==> config.mk <==
export PLATFORM = sky130hd
export DESIGN_NAME = mfbro_engine
export DESIGN_NICKNAME = d
export VERILOG_FILES = /design/src/rtl/core/mfbro_pkg.sv /design/src/rtl/core/mfbro_engine.sv
export SDC_FILE = /design/constraint.sdc
export NUM_CORES = 1
export LEC_CHECK = 0
export BUFFER_PORTS_ARGS = -buffer_cell sky130_fd_sc_hd__buf_2
export CAP_MARGIN = 0
export CORE_MARGIN = 3
export CORE_UTILIZATION = 55
export CTS_CLUSTER_DIAMETER = 120
export DETAILED_ROUTE_END_ITERATION = 16
export PLACE_DENSITY = 0.74
export RECOVER_POWER = 100
export REMOVE_ABC_BUFFERS = 1
export SKIP_LAST_GASP = 1
export SLEW_MARGIN = 20
export SYNTH_ARGS = -nofsm -noshare
export SYNTH_HDL_FRONTEND = slang
export SYNTH_SLANG_ARGS = --single-unit
==> constraint.sdc <==
create_clock -name clk -period 11.55 [get_ports clk]
set_clock_uncertainty 0.1 [all_clocks]
set_input_delay 1.7325 -clock clk [delete_from_list [all_inputs] [get_ports clk]]
set_output_delay 1.7325 -clock clk [all_outputs]
set_load 0.03 [all_outputs]
==> src/rtl/core/mfbro_pkg.sv <==
// Shared types and constants of the monochrome frame store raster core.
package mfbro_pkg;

  localparam int          WORD_BITS   = 16;
  localparam int          IN_TDATA_W  = 56;
  localparam int          OUT_TDATA_W = 16;
  localparam logic [15:0] FULL_MASK   = 16'hFFFF;
  localparam logic [31:0] BYTE_AT_TOP = 32'hFF00_0000;

  typedef enum logic [2:0] {
    CMD_SET_RECT  = 3'd0,
    CMD_CLR_RECT  = 3'd1,
    CMD_INV_RECT  = 3'd2,
    CMD_VLINE     = 3'd3,
    CMD_PIXEL     = 3'd4,
    CMD_BLIT_WIN  = 3'd5,
    CMD_BLIT_BYTE = 3'd6,
    CMD_READ      = 3'd7
  } cmd_t;

  typedef struct packed {
    cmd_t       cmd;
    logic [7:0] x_first;
    logic [6:0] y_first;
    logic [7:0] x_last;
    logic [6:0] y_last;
    logic [7:0] blit_width;
    logic [6:0] blit_height;
    logic [7:0] pixel_byte;
    logic       invert;
  } item_t;

  typedef struct packed {
    logic [15:0] read_data;
    logic        ignored;
  } res_t;

endpackage

==> src/rtl/core/mfbro_engine.sv <==
// Command decode and read-modify-write word walker over the frame store.
module mfbro_engine import mfbro_pkg::*; #(
  parameter int SCREEN_WIDTH  = 240,
  parameter int SCREEN_HEIGHT = 120,
  parameter int COORD_ORIGIN  = 1,
  localparam int AW = $clog2(((SCREEN_WIDTH + 15) / 16) * SCREEN_HEIGHT)
) (
  input  logic                 clk,
  input  logic                 rst_n,
  input  logic                 item_valid,
  output logic                 item_ready,
  input  item_t                item,
  input  logic                 mem_busy,
  output logic                 mem_wr_en,
  output logic [AW-1:0]        mem_wr_addr,
  output logic [WORD_BITS-1:0] mem_wr_data,
  output logic [AW-1:0]        mem_rd_addr,
  input  logic [WORD_BITS-1:0] mem_rd_data,
  output logic                 res_valid,
  input  logic                 res_ready,
  output res_t                 res
);

  localparam int WPR   = (SCREEN_WIDTH + 15) / 16;
  localparam int XW    = $clog2(SCREEN_WIDTH);
  localparam int YW    = $clog2(SCREEN_HEIGHT);
  localparam int WW    = (WPR > 1) ? $clog2(WPR) : 1;
  localparam int CXW   = (($clog2(SCREEN_WIDTH + 1) > 8) ? $clog2(SCREEN_WIDTH + 1) : 8) + 1;
  localparam int CYW   = (($clog2(SCREEN_HEIGHT + 1) > 7) ? $clog2(SCREEN_HEIGHT + 1) : 7) + 1;
  localparam int X_MAX = SCREEN_WIDTH - 1 + COORD_ORIGIN;
  localparam int Y_MAX = SCREEN_HEIGHT - 1 + COORD_ORIGIN;

  typedef enum logic [1:0] {OP_MERGE, OP_XOR, OP_READ} op_t;
  typedef enum logic [2:0] {S_IDLE, S_SETUP, S_RUN, S_FIN, S_DONE} state_t;

  function automatic logic [XW-1:0] zb_x(input logic [7:0] v);
    logic [CXW-1:0] w;
    w = CXW'(v);
    if (w < CXW'(COORD_ORIGIN)) w = CXW'(COORD_ORIGIN);
    if (w > CXW'(X_MAX)) w = CXW'(X_MAX);
    return XW'(w - CXW'(COORD_ORIGIN));
  endfunction

  function automatic logic [YW-1:0] zb_y(input logic [6:0] v);
    logic [CYW-1:0] w;
    w = CYW'(v);
    if (w < CYW'(COORD_ORIGIN)) w = CYW'(COORD_ORIGIN);
    if (w > CYW'(Y_MAX)) w = CYW'(Y_MAX);
    return YW'(w - CYW'(COORD_ORIGIN));
  endfunction

  state_t               state_r;
  item_t                item_r;
  logic [CXW-1:0]       cur_x_r, left_r, right_r;
  logic [CYW-1:0]       cur_y_r, bottom_r;
  op_t                  op_r;
  logic [YW-1:0]        row_r, row_end_r;
  logic [AW-1:0]        base_r;
  logic [WW-1:0]        col_r, ws_r, we_r;
  logic [WORD_BITS-1:0] lm_r, rm_r, dl_r, dr_r;
  logic                 p_valid_r;
  logic [AW-1:0]        p_addr_r;
  logic [WORD_BITS-1:0] p_mask_r, p_data_r;
  res_t                 res_r;

  logic                 su_go, su_ign, su_win, su_cur;
  op_t                  su_op;
  logic [YW-1:0]        su_row0, su_row1;
  logic [WW-1:0]        su_ws, su_we;
  logic [WORD_BITS-1:0] su_lm, su_rm, su_dl, su_dr;
  logic [CXW-1:0]       su_xs, su_xe, su_cx;
  logic [CYW-1:0]       su_ys, su_ye, su_cy;

  logic [XW-1:0]        rx1, rx2, rxa, rxb, vx;
  logic [YW-1:0]        ry1, ry2, rya, ryb, vy1, vy2;
  logic                 vl_bad, px_bad, bb_bad;
  logic [CXW-1:0]       lim, bnx, xs_raw;
  logic [CYW-1:0]       ys_raw;
  logic [31:0]          keep32, m32, d32;
  logic [7:0]           data8;

  logic [WORD_BITS-1:0] cur_mask, cur_data;
  logic                 last_col, last_row;

  always_comb begin
    rx1 = zb_x(item_r.x_first);
    rx2 = zb_x(item_r.x_last);
    ry1 = zb_y(item_r.y_first);
    ry2 = zb_y(item_r.y_last);
    rxa = (rx1 > rx2) ? rx2 : rx1;
    rxb = (rx1 > rx2) ? rx1 : rx2;
    rya = (ry1 > ry2) ? ry2 : ry1;
    ryb = (ry1 > ry2) ? ry1 : ry2;
    vx  = XW'(CXW'(item_r.x_first) - CXW'(COORD_ORIGIN));
    vy1 = (ry1 > ry2) ? ry2 : ry1;
    vy2 = (ry1 > ry2) ? ry1 : ry2;

    vl_bad = (item_r.y_first == item_r.y_last) ||
             (CYW'(item_r.y_first) > CYW'(Y_MAX)) ||
             (CYW'(item_r.y_last) > CYW'(Y_MAX)) ||
             (CXW'(item_r.x_first) < CXW'(COORD_ORIGIN)) ||
             (CXW'(item_r.x_first) > CXW'(X_MAX));
    px_bad = (CXW'(item_r.x_first) < CXW'(COORD_ORIGIN)) ||
             (CXW'(item_r.x_first) > CXW'(X_MAX)) ||
             (CYW'(item_r.y_first) < CYW'(COORD_ORIGIN)) ||
             (CYW'(item_r.y_first) > CYW'(Y_MAX));
    bb_bad = (cur_y_r >= bottom_r) || (left_r >= right_r) ||
             (cur_y_r >= CYW'(SCREEN_HEIGHT));

    xs_raw = (CXW'(item_r.x_first) < CXW'(COORD_ORIGIN)) ?
             CXW'(COORD_ORIGIN) : CXW'(item_r.x_first);
    ys_raw = (CYW'(item_r.y_first) < CYW'(COORD_ORIGIN)) ?
             CYW'(COORD_ORIGIN) : CYW'(item_r.y_first);
    su_xs  = xs_raw - CXW'(COORD_ORIGIN);
    su_ys  = ys_raw - CYW'(COORD_ORIGIN);
    su_xe  = su_xs + CXW'(item_r.blit_width);
    su_ye  = su_ys + CYW'(item_r.blit_height);
    if (su_xe > CXW'(SCREEN_WIDTH)) su_xe = CXW'(SCREEN_WIDTH);
    if (su_ye > CYW'(SCREEN_HEIGHT)) su_ye = CYW'(SCREEN_HEIGHT);

    lim    = CXW'(SCREEN_WIDTH) - (cur_x_r & ~CXW'(15));
    keep32 = (lim >= CXW'(32)) ? 32'hFFFF_FFFF : ~(32'hFFFF_FFFF >> lim[4:0]);
    data8  = item_r.pixel_byte ^ {8{item_r.invert}};
    m32    = (BYTE_AT_TOP >> cur_x_r[3:0]) & keep32;
    d32    = {data8, 24'h0} >> cur_x_r[3:0];
    bnx    = cur_x_r + CXW'(8);

    su_go   = 1'b0;
    su_ign  = 1'b0;
    su_win  = 1'b0;
    su_cur  = 1'b0;
    su_op   = OP_MERGE;
    su_row0 = rya;
    su_row1 = ryb;
    su_ws   = WW'(rxa >> 4);
    su_we   = WW'(rxb >> 4);
    su_lm   = FULL_MASK >> rxa[3:0];
    su_rm   = FULL_MASK << (4'd15 - rxb[3:0]);
    su_dl   = FULL_MASK;
    su_dr   = FULL_MASK;
    su_cx   = (bnx >= right_r) ? left_r : bnx;
    su_cy   = (bnx >= right_r) ? cur_y_r + CYW'(1) : cur_y_r;

    unique case (item_r.cmd)
      CMD_SET_RECT, CMD_CLR_RECT, CMD_INV_RECT: begin
        su_ign = (item_r.x_first == item_r.x_last);
        su_go  = !su_ign;
        su_op  = (item_r.cmd == CMD_INV_RECT) ? OP_XOR : OP_MERGE;
        su_dl  = (item_r.cmd == CMD_SET_RECT) ? FULL_MASK : '0;
        su_dr  = su_dl;
      end
      CMD_VLINE: begin
        su_ign  = vl_bad;
        su_go   = !vl_bad;
        su_row0 = vy1;
        su_row1 = vy2;
        su_ws   = WW'(vx >> 4);
        su_we   = WW'(vx >> 4);
        su_lm   = FULL_MASK >> vx[3:0];
        su_rm   = FULL_MASK << (4'd15 - vx[3:0]);
      end
      CMD_PIXEL: begin
        su_ign  = px_bad;
        su_go   = !px_bad;
        su_row0 = YW'(CYW'(item_r.y_first) - CYW'(COORD_ORIGIN));
        su_row1 = YW'(CYW'(item_r.y_first) - CYW'(COORD_ORIGIN));
        su_ws   = WW'(vx >> 4);
        su_we   = WW'(vx >> 4);
        su_lm   = FULL_MASK >> vx[3:0];
        su_rm   = FULL_MASK << (4'd15 - vx[3:0]);
      end
      CMD_BLIT_WIN: begin
        su_win = 1'b1;
      end
      CMD_BLIT_BYTE: begin
        su_ign  = bb_bad;
        su_go   = !bb_bad;
        su_cur  = !bb_bad;
        su_row0 = YW'(cur_y_r);
        su_row1 = YW'(cur_y_r);
        su_ws   = WW'(cur_x_r >> 4);
        su_we   = (m32[15:0] != '0) ? WW'(cur_x_r >> 4) + WW'(1) : WW'(cur_x_r >> 4);
        su_lm   = m32[31:16];
        su_rm   = (m32[15:0] != '0) ? m32[15:0] : FULL_MASK;
        su_dl   = d32[31:16];
        su_dr   = d32[15:0];
      end
      CMD_READ: begin
        su_go   = 1'b1;
        su_op   = OP_READ;
        su_row0 = ry1;
        su_row1 = ry1;
        su_ws   = WW'(rx1 >> 4);
        su_we   = WW'(rx1 >> 4);
      end
      default: begin
        su_go = 1'b0;
      end
    endcase
  end

  always_comb begin
    last_col = (col_r == we_r);
    last_row = (row_r == row_end_r);
    cur_mask = ((col_r == ws_r) ? lm_r : FULL_MASK) & ((col_r == we_r) ? rm_r : FULL_MASK);
    cur_data = (col_r == ws_r) ? dl_r : dr_r;
  end

  assign mem_rd_addr = base_r + AW'(col_r);
  assign mem_wr_en   = p_valid_r && (op_r != OP_READ);
  assign mem_wr_addr = p_addr_r;
  assign mem_wr_data = (op_r == OP_XOR) ? (mem_rd_data ^ p_mask_r) :
                       ((mem_rd_data & ~p_mask_r) | (p_data_r & p_mask_r));

  always_ff @(posedge clk) begin
    if (!rst_n) begin
      state_r   <= S_IDLE;
      p_valid_r <= 1'b0;
      cur_x_r   <= '0;
      cur_y_r   <= '0;
      left_r    <= '0;
      right_r   <= '0;
      bottom_r  <= '0;
    end else begin
      p_valid_r <= 1'b0;
      unique case (state_r)
        S_IDLE: begin
          if (item_valid && !mem_busy) begin
            item_r  <= item;
            state_r <= S_SETUP;
          end
        end
        S_SETUP: begin
          res_r.read_data <= '0;
          res_r.ignored   <= su_ign;
          op_r      <= su_op;
          row_r     <= su_row0;
          row_end_r <= su_row1;
          base_r    <= AW'(AW'(su_row0) * AW'(WPR));
          col_r     <= su_ws;
          ws_r      <= su_ws;
          we_r      <= su_we;
          lm_r      <= su_lm;
          rm_r      <= su_rm;
          dl_r      <= su_dl;
          dr_r      <= su_dr;
          if (su_win) begin
            left_r   <= su_xs;
            cur_x_r  <= su_xs;
            cur_y_r  <= su_ys;
            right_r  <= su_xe;
            bottom_r <= su_ye;
          end
          if (su_cur) begin
            cur_x_r <= su_cx;
            cur_y_r <= su_cy;
          end
          state_r <= su_go ? S_RUN : S_DONE;
        end
        S_RUN: begin
          p_valid_r <= 1'b1;
          p_addr_r  <= mem_rd_addr;
          p_mask_r  <= cur_mask;
          p_data_r  <= cur_data;
          if (last_col) begin
            if (last_row) begin
              state_r <= S_FIN;
            end else begin
              row_r  <= row_r + YW'(1);
              base_r <= base_r + AW'(WPR);
              col_r  <= ws_r;
            end
          end else begin
            col_r <= col_r + WW'(1);
          end
        end
        S_FIN: begin
          if (op_r == OP_READ) begin
            res_r.read_data <= mem_rd_data;
          end
          state_r <= S_DONE;
        end
        S_DONE: begin
          if (res_ready) begin
            state_r <= S_IDLE;
          end
        end
        default: begin
          state_r <= S_IDLE;
        end
      endcase
    end
  end

  assign item_ready = (state_r == S_IDLE) && !mem_busy;
  assign res_valid  = (state_r == S_DONE);
  assign res        = res_r;

endmodule

==> metrics.txt, run 1 <==
Psw 0.6227 mW; Synth Area in XOR/XNOR 6.555%; first-pass GRT wire length 59.35 mm; Total Wirelength 36.53 mm; mux share of post-synthesis cell area 3.017%; share of layout cells above drive strength 1 8.980%; async set or reset register ratio after synthesis 0%; initial antenna violation count 0; post-synthesis simple-gate area fraction 14.58%; Setup crit end kind flip-flop; leakage power 6.698 nW; initial core utilization 56.54%; grt total ovfl 0; input/output buffers 135; combinational power share 15.7%; complex-gate fraction of the synthesized area 16.38%; mapped cell area 15880 um^2; H-tree depth 1; postcts setup bufs 0; Max Cap Viol 4; adder-cell share of the synthesized area 9.013%; number of CTS-inserted buffers 28; Distinct cells, synth 85; status finished, violations left; Chip Width 175.9 um; Die Ht 175.9 um; Via density 5.805; Post-Syn Instances 1590; Reg clk slew, reported paths 60 ps; Peak VDD IR 0.1119 mV; routability cong. 0.9059; DRC 0; total track usage 23.29%; register area share after synthesis 46.01%; critical path class reg2reg; Slew HR -160.5%; cell taking the most area after synthesis edfxtp_1; total vias in the final route 12150; Crit path required time 11830 ps; CP peak stage delay 980 ps; post-synth top area share 40.09%; post-CTS sizing 0; clock share of power 39.0%; Primary FF master, synth edfxtp_1; post-DP HPWL 27.15 mm; Worst path slowest cell o31ai_1; Final Hold Viols 0; Antenna Nets Post-Route 0; first-pass iteration count of the detailed router 5; largest net degree at the start of global routing 75; Multi-input gate area 7835 um^2; r2r setup slk 2820 ps; Worst Max-Slew Pin Slew 3908 ps; Max Freq 114.6 MHz; CTS sink count 259; Commonest cells post-synth 212 x edfxtp_1, 191 x nand2_1, 121 x o21ai_0; Fillers 2402; Core Box Area 28090 um^2; Reg power frac 45.4%; Ports 136; internal power 1.758 mW; P per Cell Area 135.0 nW/um^2; EDFF count, synth 212; count leader, synth edfxtp_1; maximum buffer depth of the clock tree 3; Root Buffer clkbuf_16; # rows 61; First DRT Iteration DRCs 979; Reg area 7307 um^2; syn avg cell area 9.988 um^2; worst endpoint data arrival time 9000 ps; Post-CTS Hold Fix Bufs 0; CTS tree done; worst-skew pair later-pin latency 560 ps; worst min path class reg2reg; fin crit period 8727 ps; WHS 366.4 ps; Post-Route Setup TNS 0 ps; switching share of power 26.15%; Die ar. 30950 um^2; Final Slew Violations 197; vias in the first global route 11880; Seq cells post-synth 259; WL per Instance 17.45 um; violated checks max-capacitance violations, max-slew violations; kind of start point of the critical path flip-flop; Area contributors post-synth edfxtp_1 40%, ha_1 7.2%, dfxtp_1 5.9%; largest family of logic cells by synthesized area compound AO/OA/AOI/OAI gates; final critical-path share of the clock period 75.56%; final net count 1877; Synth Warn # 0; unrepaired setup endpoints after global routing false; Layout area overhead 11.02%; Setup violations, final 0; Crit Path Max Fanout 12; ant diodes 0
[power by group through the flow]
stage / combinational (mW) / clock, mW / sequential [mW]
after CTS: 0.381 / 0.948 / 1.08
after global placement: 0.366 / 0 / 1.10
after floorplan: 0.278 / 0 / 1.10
after detailed placement: 0.377 / 0 / 1.10
final: 0.373 / 0.928 / 1.08
after global routing: 0.423 / 0.985 / 1.08
[registers in the layout, indices dropped and copies added (netlist names), 16 cells and up]
| name | count |
|---|---|
| item_r | 57 |
| res | 17 |
| dl_r | 16 |
| lm_r | 16 |
| p_data_r | 16 |
| p_mask_r | 16 |
| rm_r | 16 |
[through the flow]
| step | setup slack [ps] | cell area [um^2] | util [%] | total power [mW] | cells |
|---|---|---|---|---|---|
| finish | 2823 | 17630 | 62.78 | 2.381 | 2093 |
| global route | 2189 | 17630 | 62.78 | 2.491 | 2093 |
| CTS | 3545 | 17830 | 63.47 | 2.407 | 2092 |
| detailed placement | 3579 | 16850 | 60.01 | 1.475 | 2040 |
| global placement | 3886 | 16850 | 60.01 | 1.462 | 2040 |
| floorplan | 3090 | 15560 | - | 1.374 | 1511 |
[layout make-up]
type | instances | share of cell area, %
repair buffers | 152 | 3.754
clock buffers | 32 | 4.059
multi-input cells | 1150 | 44.44
inverters | 102 | 2.171
flip-flops and latches | 259 | 41.44
clock inverters | 20 | 1.455
well taps | 378 | 2.682
[cells in the final DEF (no fill, tap or decap), drive strengths merged, types with 34 or more instances in the layout]
cell type  count
a21oi         90
nand2        191
clkbuf       119
ha            92
nand3         34
xnor2         69
buf           65
nor2         105
xor2          49
o21ai        127
inv          101
dfxtp         47
edfxtp       212
[worst max-delay path: cells and delay by family (launching register included)]
kind,cells,cell delay [ps]
AO/OA/AOI/OAI,10,2690
adder cells (fa/ha/maj),6,2050
AND/OR/NAND/NOR,8,2030
buffers and inverters,4,710
flip-flops,1,560
XOR/XNOR,1,270
multiplexers,1,140
[final timing paths]
check         startpoint     endpoint  cells past startpoint
max           item_r[41]    base_r[9]                     30
max reg2reg   item_r[41]    base_r[9]                     30
min          bottom_r[7]  bottom_r[7]                      2
min reg2reg  bottom_r[7]  bottom_r[7]                      2
[routing by layer]
| metal | vias up | global-route usage [%] | routed length [um] |
|---|---|---|---|
| met5 | - | 0 | 0 |
| met4 | 0 | 6.467 | 797 |
| met3 | 54 | 2.853 | 2196 |
| met2 | 356 | 39.98 | 17730 |
| met1 | 5747 | 31.32 | 15810 |
| li1 | 5993 | - | - |
[kinds of logic after synthesis]
group,Yosys count
and+or+nand+nor,487
xor gates and xnor gates,118
AOI/OAI and AO/OA,395
muxes,44
adders and majority gates,106
buffers and inverters,181
DFF,259
No activity file was read; power rests on OpenSTA's default activity.
==> run 2: changes to the inputs <==
==> constraint.sdc (replaced) <==
create_clock -name clk -period 8.19 [get_ports clk]
set_clock_uncertainty 0.1 [all_clocks]
set_input_delay 1.2285 -clock clk [delete_from_list [all_inputs] [get_ports clk]]
set_output_delay 1.2285 -clock clk [all_outputs]
set_load 0.03 [all_outputs]
==> metrics.txt, run 2 (same netlist as run 1, synthesis figures left out) <==
status finished, violations left (unchanged); violated checks max-capacitance violations, max-slew violations (unchanged); # rows 61 (unchanged); routability cong. 0.9266 (was 0.9059); Worst Hold End right_r[2] (was bottom_r[7]); Setup crit end kind flip-flop (unchanged); CTS sink count 259 (unchanged); Total Wirelength 36.39 mm (was 36.53 mm); first-pass GRT wire length 59.13 mm (was 59.35 mm); WL per Instance 17.38 um (was 17.45 um); Largest Register item_r (unchanged); overall power 3.388 mW (was 2.381 mW); kind of start point of the critical path flip-flop (unchanged); Util after Layout 62.99% (was 62.78%); Reg-to-Reg Start item_r[41] (unchanged); P per Cell Area 191.5 nW/um^2 (was 135.0 nW/um^2); final non-filler cell area 17690 um^2 (was 17630 um^2); Crit Path Max Fanout 21 (was 12); leakage power 6.766 nW (was 6.698 nW); Setup violations, final 0 (unchanged); First DRT Iteration DRCs 977 (was 979); combinational power share 15.6% (was 15.7%); worst r2r dst base_r[9] (unchanged); Core Box Area 28090 um^2 (unchanged); post-DP HPWL 26.90 mm (was 27.15 mm); r2r setup slk 640 ps (was 2820 ps); worst min path class reg2reg (unchanged); Die ar. 30950 um^2 (unchanged); initial core utilization 56.54% (unchanged); Layout area overhead 11.39% (was 11.02%); Crit path required time 8450 ps (was 11830 ps); Reg power frac 44.9% (was 45.4%); Peak VDD IR 0.1451 mV (was 0.1119 mV); Post-Route Setup TNS 0 ps (unchanged); worst-skew pair later-pin latency 550 ps (was 560 ps); clock share of power 39.5% (was 39.0%); Reg2Reg Depth 30 (unchanged); CP peak stage delay 600 ps (was 980 ps); Post-CTS Hold Fix Bufs 0 (unchanged); Reg clk slew, reported paths 60 ps (about the same); total track usage 23.17% (was 23.29%); Die Ht 175.9 um (unchanged); max reg flops 57 (unchanged); commonest non-fill, non-tap cell in the layout edfxtp_1 (unchanged); initial antenna violation count 0 (unchanged); Worst Max-Slew Pin Slew 3447 ps (was 3908 ps); maximum buffer depth of the clock tree 3 (unchanged); total vias in the final route 12250 (was 12150); Fillers 2362 (was 2402); H-tree depth 1 (unchanged); internal power 2.514 mW (was 1.758 mW); Worst path slowest cell or4_4 (was o31ai_1); Psw 0.8739 mW (was 0.6227 mW); Buf/Inv on CP 4 (unchanged); DRC 0 (unchanged); hold path cells 1 (was 2); Final Hold Viols 0 (unchanged); switching share of power 25.80% (was 26.15%); share of layout cells above drive strength 1 10.37% (was 8.980%); top cell family by delay on the critical path adder cells (was compound AO/OA/AOI/OAI gates); Max Cap Viol 4 (unchanged); vias in the first global route 11710 (was 11880); worst endpoint data arrival time 7810 ps (was 9000 ps); Ports 136 (unchanged); most frequent cells in the layout 212 x edfxtp_1, 191 x nand2_1, 122 x o21ai_0, 103 x nor2_1, 100 x inv_1 (was 212 x edfxtp_1, 191 x nand2_1, 123 x o21ai_0, 102 x nor2_1, 100 x inv_1); largest net degree at the start of global routing 67 (was 75); fin crit period 7546 ps (was 8727 ps); ant diodes 0 (unchanged); final critical-path share of the clock period 92.14% (was 75.56%); Final Slew Violations 192 (was 197); CTS tree done (unchanged); post-CTS sizing 0 (unchanged); Max Freq 132.5 MHz (was 114.6 MHz); Slew HR -129.8% (was -160.5%); Hold Crit Start right_r[2] (was bottom_r[7]); final net count 1878 (was 1877); unrepaired setup endpoints after global routing false (unchanged); Antenna Nets Post-Route 0 (unchanged); Post-DP Area 16860 um^2 (was 16850 um^2); Chip Width 175.9 um (unchanged); number of CTS-inserted buffers 28 (unchanged); Via density 5.849 (was 5.805); postcts setup bufs 0 (unchanged); grt total ovfl 0 (unchanged); first-pass iteration count of the detailed router 7 (was 5); input/output buffers 135 (unchanged); critical path class reg2reg (unchanged); Root Buffer clkbuf_16 (unchanged)
[run 2: cell count changes in the layout (fill, tap and decap cells not counted), sizes merged]
| cell | before | now |
|---|---|---|
| clkbuf | 119 | 104 |
| buf | 65 | 82 |
| clkinvlp | 2 | 3 |
| clkinv | 14 | 11 |
| inv | 101 | 102 |
[run 2: routing by layer]
layer / track usage [%] / wire, um / vias to the layer above
li1: - / - / 5998
met1: 31.70 / 15730 / 5749
met2: 38.60 / 17270 / 435
met3: 3.048 / 2488 / 65
met4: 7.159 / 904 / 0
met5: 0 / 0 / -
[run 2: how the worst max path moves through the flow]
stage	cells after the start	to	from	slack [ps]
2_1_floorplan	28	base_r[9]	item_r[41]	80
3_3_place_gp	30	base_r[10]	item_r[41]	1020
3_5_place_dp	30	base_r[9]	item_r[41]	760
4_1_cts	30	base_r[9]	item_r[41]	720
5_1_grt	30	base_r[9]	item_r[41]	70
6_report	30	base_r[9]	item_r[41]	640
[run 2: cell type report]
cell class | instances | area, um^2 | area share [%]
well taps | 378 | 473.0 | 2.673
flip-flops and latches | 259 | 7307 | 41.30
inverters | 102 | 382.9 | 2.164
clock buffers | 33 | 760.7 | 4.300
repair buffers | 153 | 691.9 | 3.911
multi-input cells | 1150 | 7843 | 44.33
clock inverters | 19 | 232.7 | 1.316
[run 2: power by group through the flow]
stage	clock [mW]	combinational, mW	sequential, mW
after global routing	1.42	0.600	1.53
after global placement	0	0.518	1.55
final	1.34	0.529	1.52
after floorplan	0	0.392	1.54
after detailed placement	0	0.533	1.55
after CTS	1.37	0.537	1.52
[run 2: per-stage QoR]
stage	hold slack, ps	cells	setup WS [ps]
2_1_floorplan	327.9	1511	76.96
3_3_place_gp	356.5	2041	1023
3_5_place_dp	367.5	2041	760.6
4_1_cts	386.0	2093	722.5
5_1_grt	411.3	2094	71.45
6_report	378.6	2094	643.6
[run 2: worst register-to-register path, delay by kind of cell, from the launching register on]
| kind | cells | cell delay, ps |
|---|---|---|
| mux | 1 | 110 |
| fa+ha+maj | 6 | 2070 |
| xor+xnor | 1 | 250 |
| compound gates | 10 | 1900 |
| buf+inv | 4 | 550 |
| simple gates | 8 | 1850 |
| flops | 1 | 550 |
==> run 3: changes to the inputs <==
--- a/config.mk
+++ b/config.mk
@@ -7,6 +7,7 @@
 export LEC_CHECK = 0
 export BUFFER_PORTS_ARGS = -buffer_cell sky130_fd_sc_hd__buf_2
 export CAP_MARGIN = 0
+export CORE_ASPECT_RATIO = 0.9
 export CORE_MARGIN = 3
 export CORE_UTILIZATION = 55
 export CTS_CLUSTER_DIAMETER = 120
==> metrics.txt, run 3 (same netlist as run 1, synthesis figures left out) <==
r2r setup slk 620 ps (was 640 ps); input/output buffers 135 (unchanged); Fillers 2329 (was 2362); Worst Hold End bottom_r[7] (was right_r[2]); clock share of power 39.4% (was 39.5%); Psw 0.8926 mW (was 0.8739 mW); grt total ovfl 0 (unchanged); fin crit period 7571 ps (was 7546 ps); CP peak stage delay 650 ps (was 600 ps); Die ar. 30950 um^2 (about the same); Reg power frac 45.0% (was 44.9%); Setup violations, final 0 (unchanged); Crit path required time 8490 ps (was 8450 ps); maximum buffer depth of the clock tree 3 (unchanged); H-tree depth 1 (unchanged); first-pass iteration count of the detailed router 5 (was 7); vias in the first global route 11760 (was 11710); number of CTS-inserted buffers 28 (unchanged); Largest Register item_r (unchanged); Hold Crit Start bottom_r[7] (was right_r[2]); Die Ht 167.2 um (was 175.9 um); worst-skew pair later-pin latency 560 ps (was 550 ps); routability cong. 0.9138 (was 0.9266); P per Cell Area 191.4 nW/um^2 (was 191.5 nW/um^2); critical path class reg2reg (unchanged); final critical-path share of the clock period 92.44% (was 92.14%); total track usage 23.32% (was 23.17%); total vias in the final route 12370 (was 12250); status finished, violations left (unchanged); Crit Path Max Fanout 10 (was 21); # rows 58 (was 61); WL per Instance 17.98 um (was 17.38 um); Final Slew Violations 146 (was 192); Ports 136 (unchanged); Reg area 7307 um^2 (unchanged); ant diodes 0 (unchanged); Peak VDD IR 0.1487 mV (was 0.1451 mV); Reg clk slew, reported paths 60 ps (about the same); commonest non-fill, non-tap cell in the layout edfxtp_1 (unchanged); Core Box Area 28160 um^2 (was 28090 um^2); max reg flops 57 (unchanged); most common cell type on the critical path a21oi_1; Antenna Nets Post-Route 0 (unchanged); Util after Layout 62.78% (was 62.99%); DRC 0 (unchanged); kind of start point of the critical path flip-flop (unchanged); Setup crit end kind flip-flop (unchanged); worst r2r dst base_r[10] (was base_r[9]); hold path cells 2 (was 1); Total Wirelength 37.37 mm (was 36.39 mm); CTS tree done (unchanged); share of layout cells above drive strength 1 10.30% (was 10.37%); worst min path class reg2reg (unchanged); first-pass GRT wire length 59.14 mm (was 59.13 mm); Root Buffer clkbuf_16 (unchanged); largest net degree at the start of global routing 58 (was 67); Max Cap Viol 5 (was 4); Post-DP Area 16850 um^2 (was 16860 um^2); CTS sink count 259 (unchanged); violated checks max-capacitance violations, max-slew violations (unchanged); Slew HR -100.2% (was -129.8%); Multi-input gate area 7839 um^2 (was 7843 um^2); internal power 2.491 mW (was 2.514 mW); Worst Max-Slew Pin Slew 3003 ps (was 3447 ps); post-CTS sizing 0 (unchanged); overall power 3.384 mW (was 3.388 mW); unrepaired setup endpoints after global routing false (unchanged); Max Freq 132.1 MHz (was 132.5 MHz); worst endpoint data arrival time 7870 ps (was 7810 ps); leakage power 6.762 nW (was 6.766 nW); Via density 5.955 (was 5.849); post-DP HPWL 27.41 mm (was 26.90 mm); First DRT Iteration DRCs 974 (was 977); initial core utilization 56.40% (was 56.54%); postcts setup bufs 0 (unchanged); most frequent cells in the layout 212 x edfxtp_1, 191 x nand2_1, 124 x o21ai_0, 103 x nor2_1, 100 x inv_1 (was 212 x edfxtp_1, 191 x nand2_1, 122 x o21ai_0, 103 x nor2_1, 100 x inv_1); initial antenna violation count 0 (unchanged); Reg2Reg Depth 30 (unchanged); Chip Width 185.1 um (was 175.9 um); Reg-to-Reg Start item_r[41] (unchanged); final net count 1880 (was 1878); Worst path slowest cell or4_1 (was or4_4); Layout area overhead 11.31% (was 11.39%); Post-Route Setup TNS 0 ps (unchanged); final non-filler cell area 17680 um^2 (was 17690 um^2); Post-CTS Hold Fix Bufs 0 (unchanged); Final Hold Viols 0 (unchanged); switching share of power 26.38% (was 25.80%); combinational power share 15.6% (about the same)
run 3: per-layer routing:
metal,share of wire [%],track usage (%)
met5,0,0
met4,2.7,7.567
met3,6.9,2.867
met2,46,37.70
met1,44,32.88
run 3: worst max-delay path, delay by kind of cell, from the launching register on:
| kind | cells | cell delay (ps) |
|---|---|---|
| AO/OA/AOI/OAI | 11 | 2350 |
| adder cells (fa/ha/maj) | 6 | 2170 |
| AND/OR/NAND/NOR | 7 | 1430 |
| flip-flops | 1 | 550 |
| buffers and inverters | 4 | 480 |
| XOR/XNOR | 1 | 250 |
| multiplexers | 1 | 80 |
run 3: worst max-delay path by stage:
stage | end | slack (ps) | cells after the start | start
2_1_floorplan | base_r[9] | 80 | 28 | item_r[41]
3_3_place_gp | base_r[10] | 920 | 30 | item_r[41]
3_5_place_dp | base_r[10] | 740 | 30 | item_r[41]
4_1_cts | base_r[10] | 700 | 30 | item_r[41]
5_1_grt | base_r[10] | 70 | 30 | item_r[41]
6_report | base_r[10] | 620 | 30 | item_r[41]
run 3: layout make-up:
cell class              count  share of cell area (%)
clock buffers              36                   4.360
multi-input cells        1150                   44.34
inverters                 102                   2.166
repair buffers            155                   3.978
clock inverters            16                   1.267
flip-flops and latches    259                   41.34
well taps                 360                   2.548
run 3: power by group through the flow:
stage	Combinational, mW	Clock, mW	Sequential, mW
floorplan	0.392	0	1.54
global placement	0.520	0	1.55
detailed placement	0.534	0	1.55
CTS	0.538	1.35	1.52
global route	0.594	1.41	1.53
finish	0.529	1.33	1.52
run 3: metrics by stage:
stage | std cells | hold WS, ps | setup WS (ps)
after floorplan | 1511 | 327.9 | 76.96
after global placement | 2024 | 355.4 | 923.8
after detailed placement | 2024 | 364.8 | 742.6
after CTS | 2076 | 373.0 | 700.3
after global routing | 2078 | 390.9 | 74.67
final | 2078 | 376.0 | 619.5
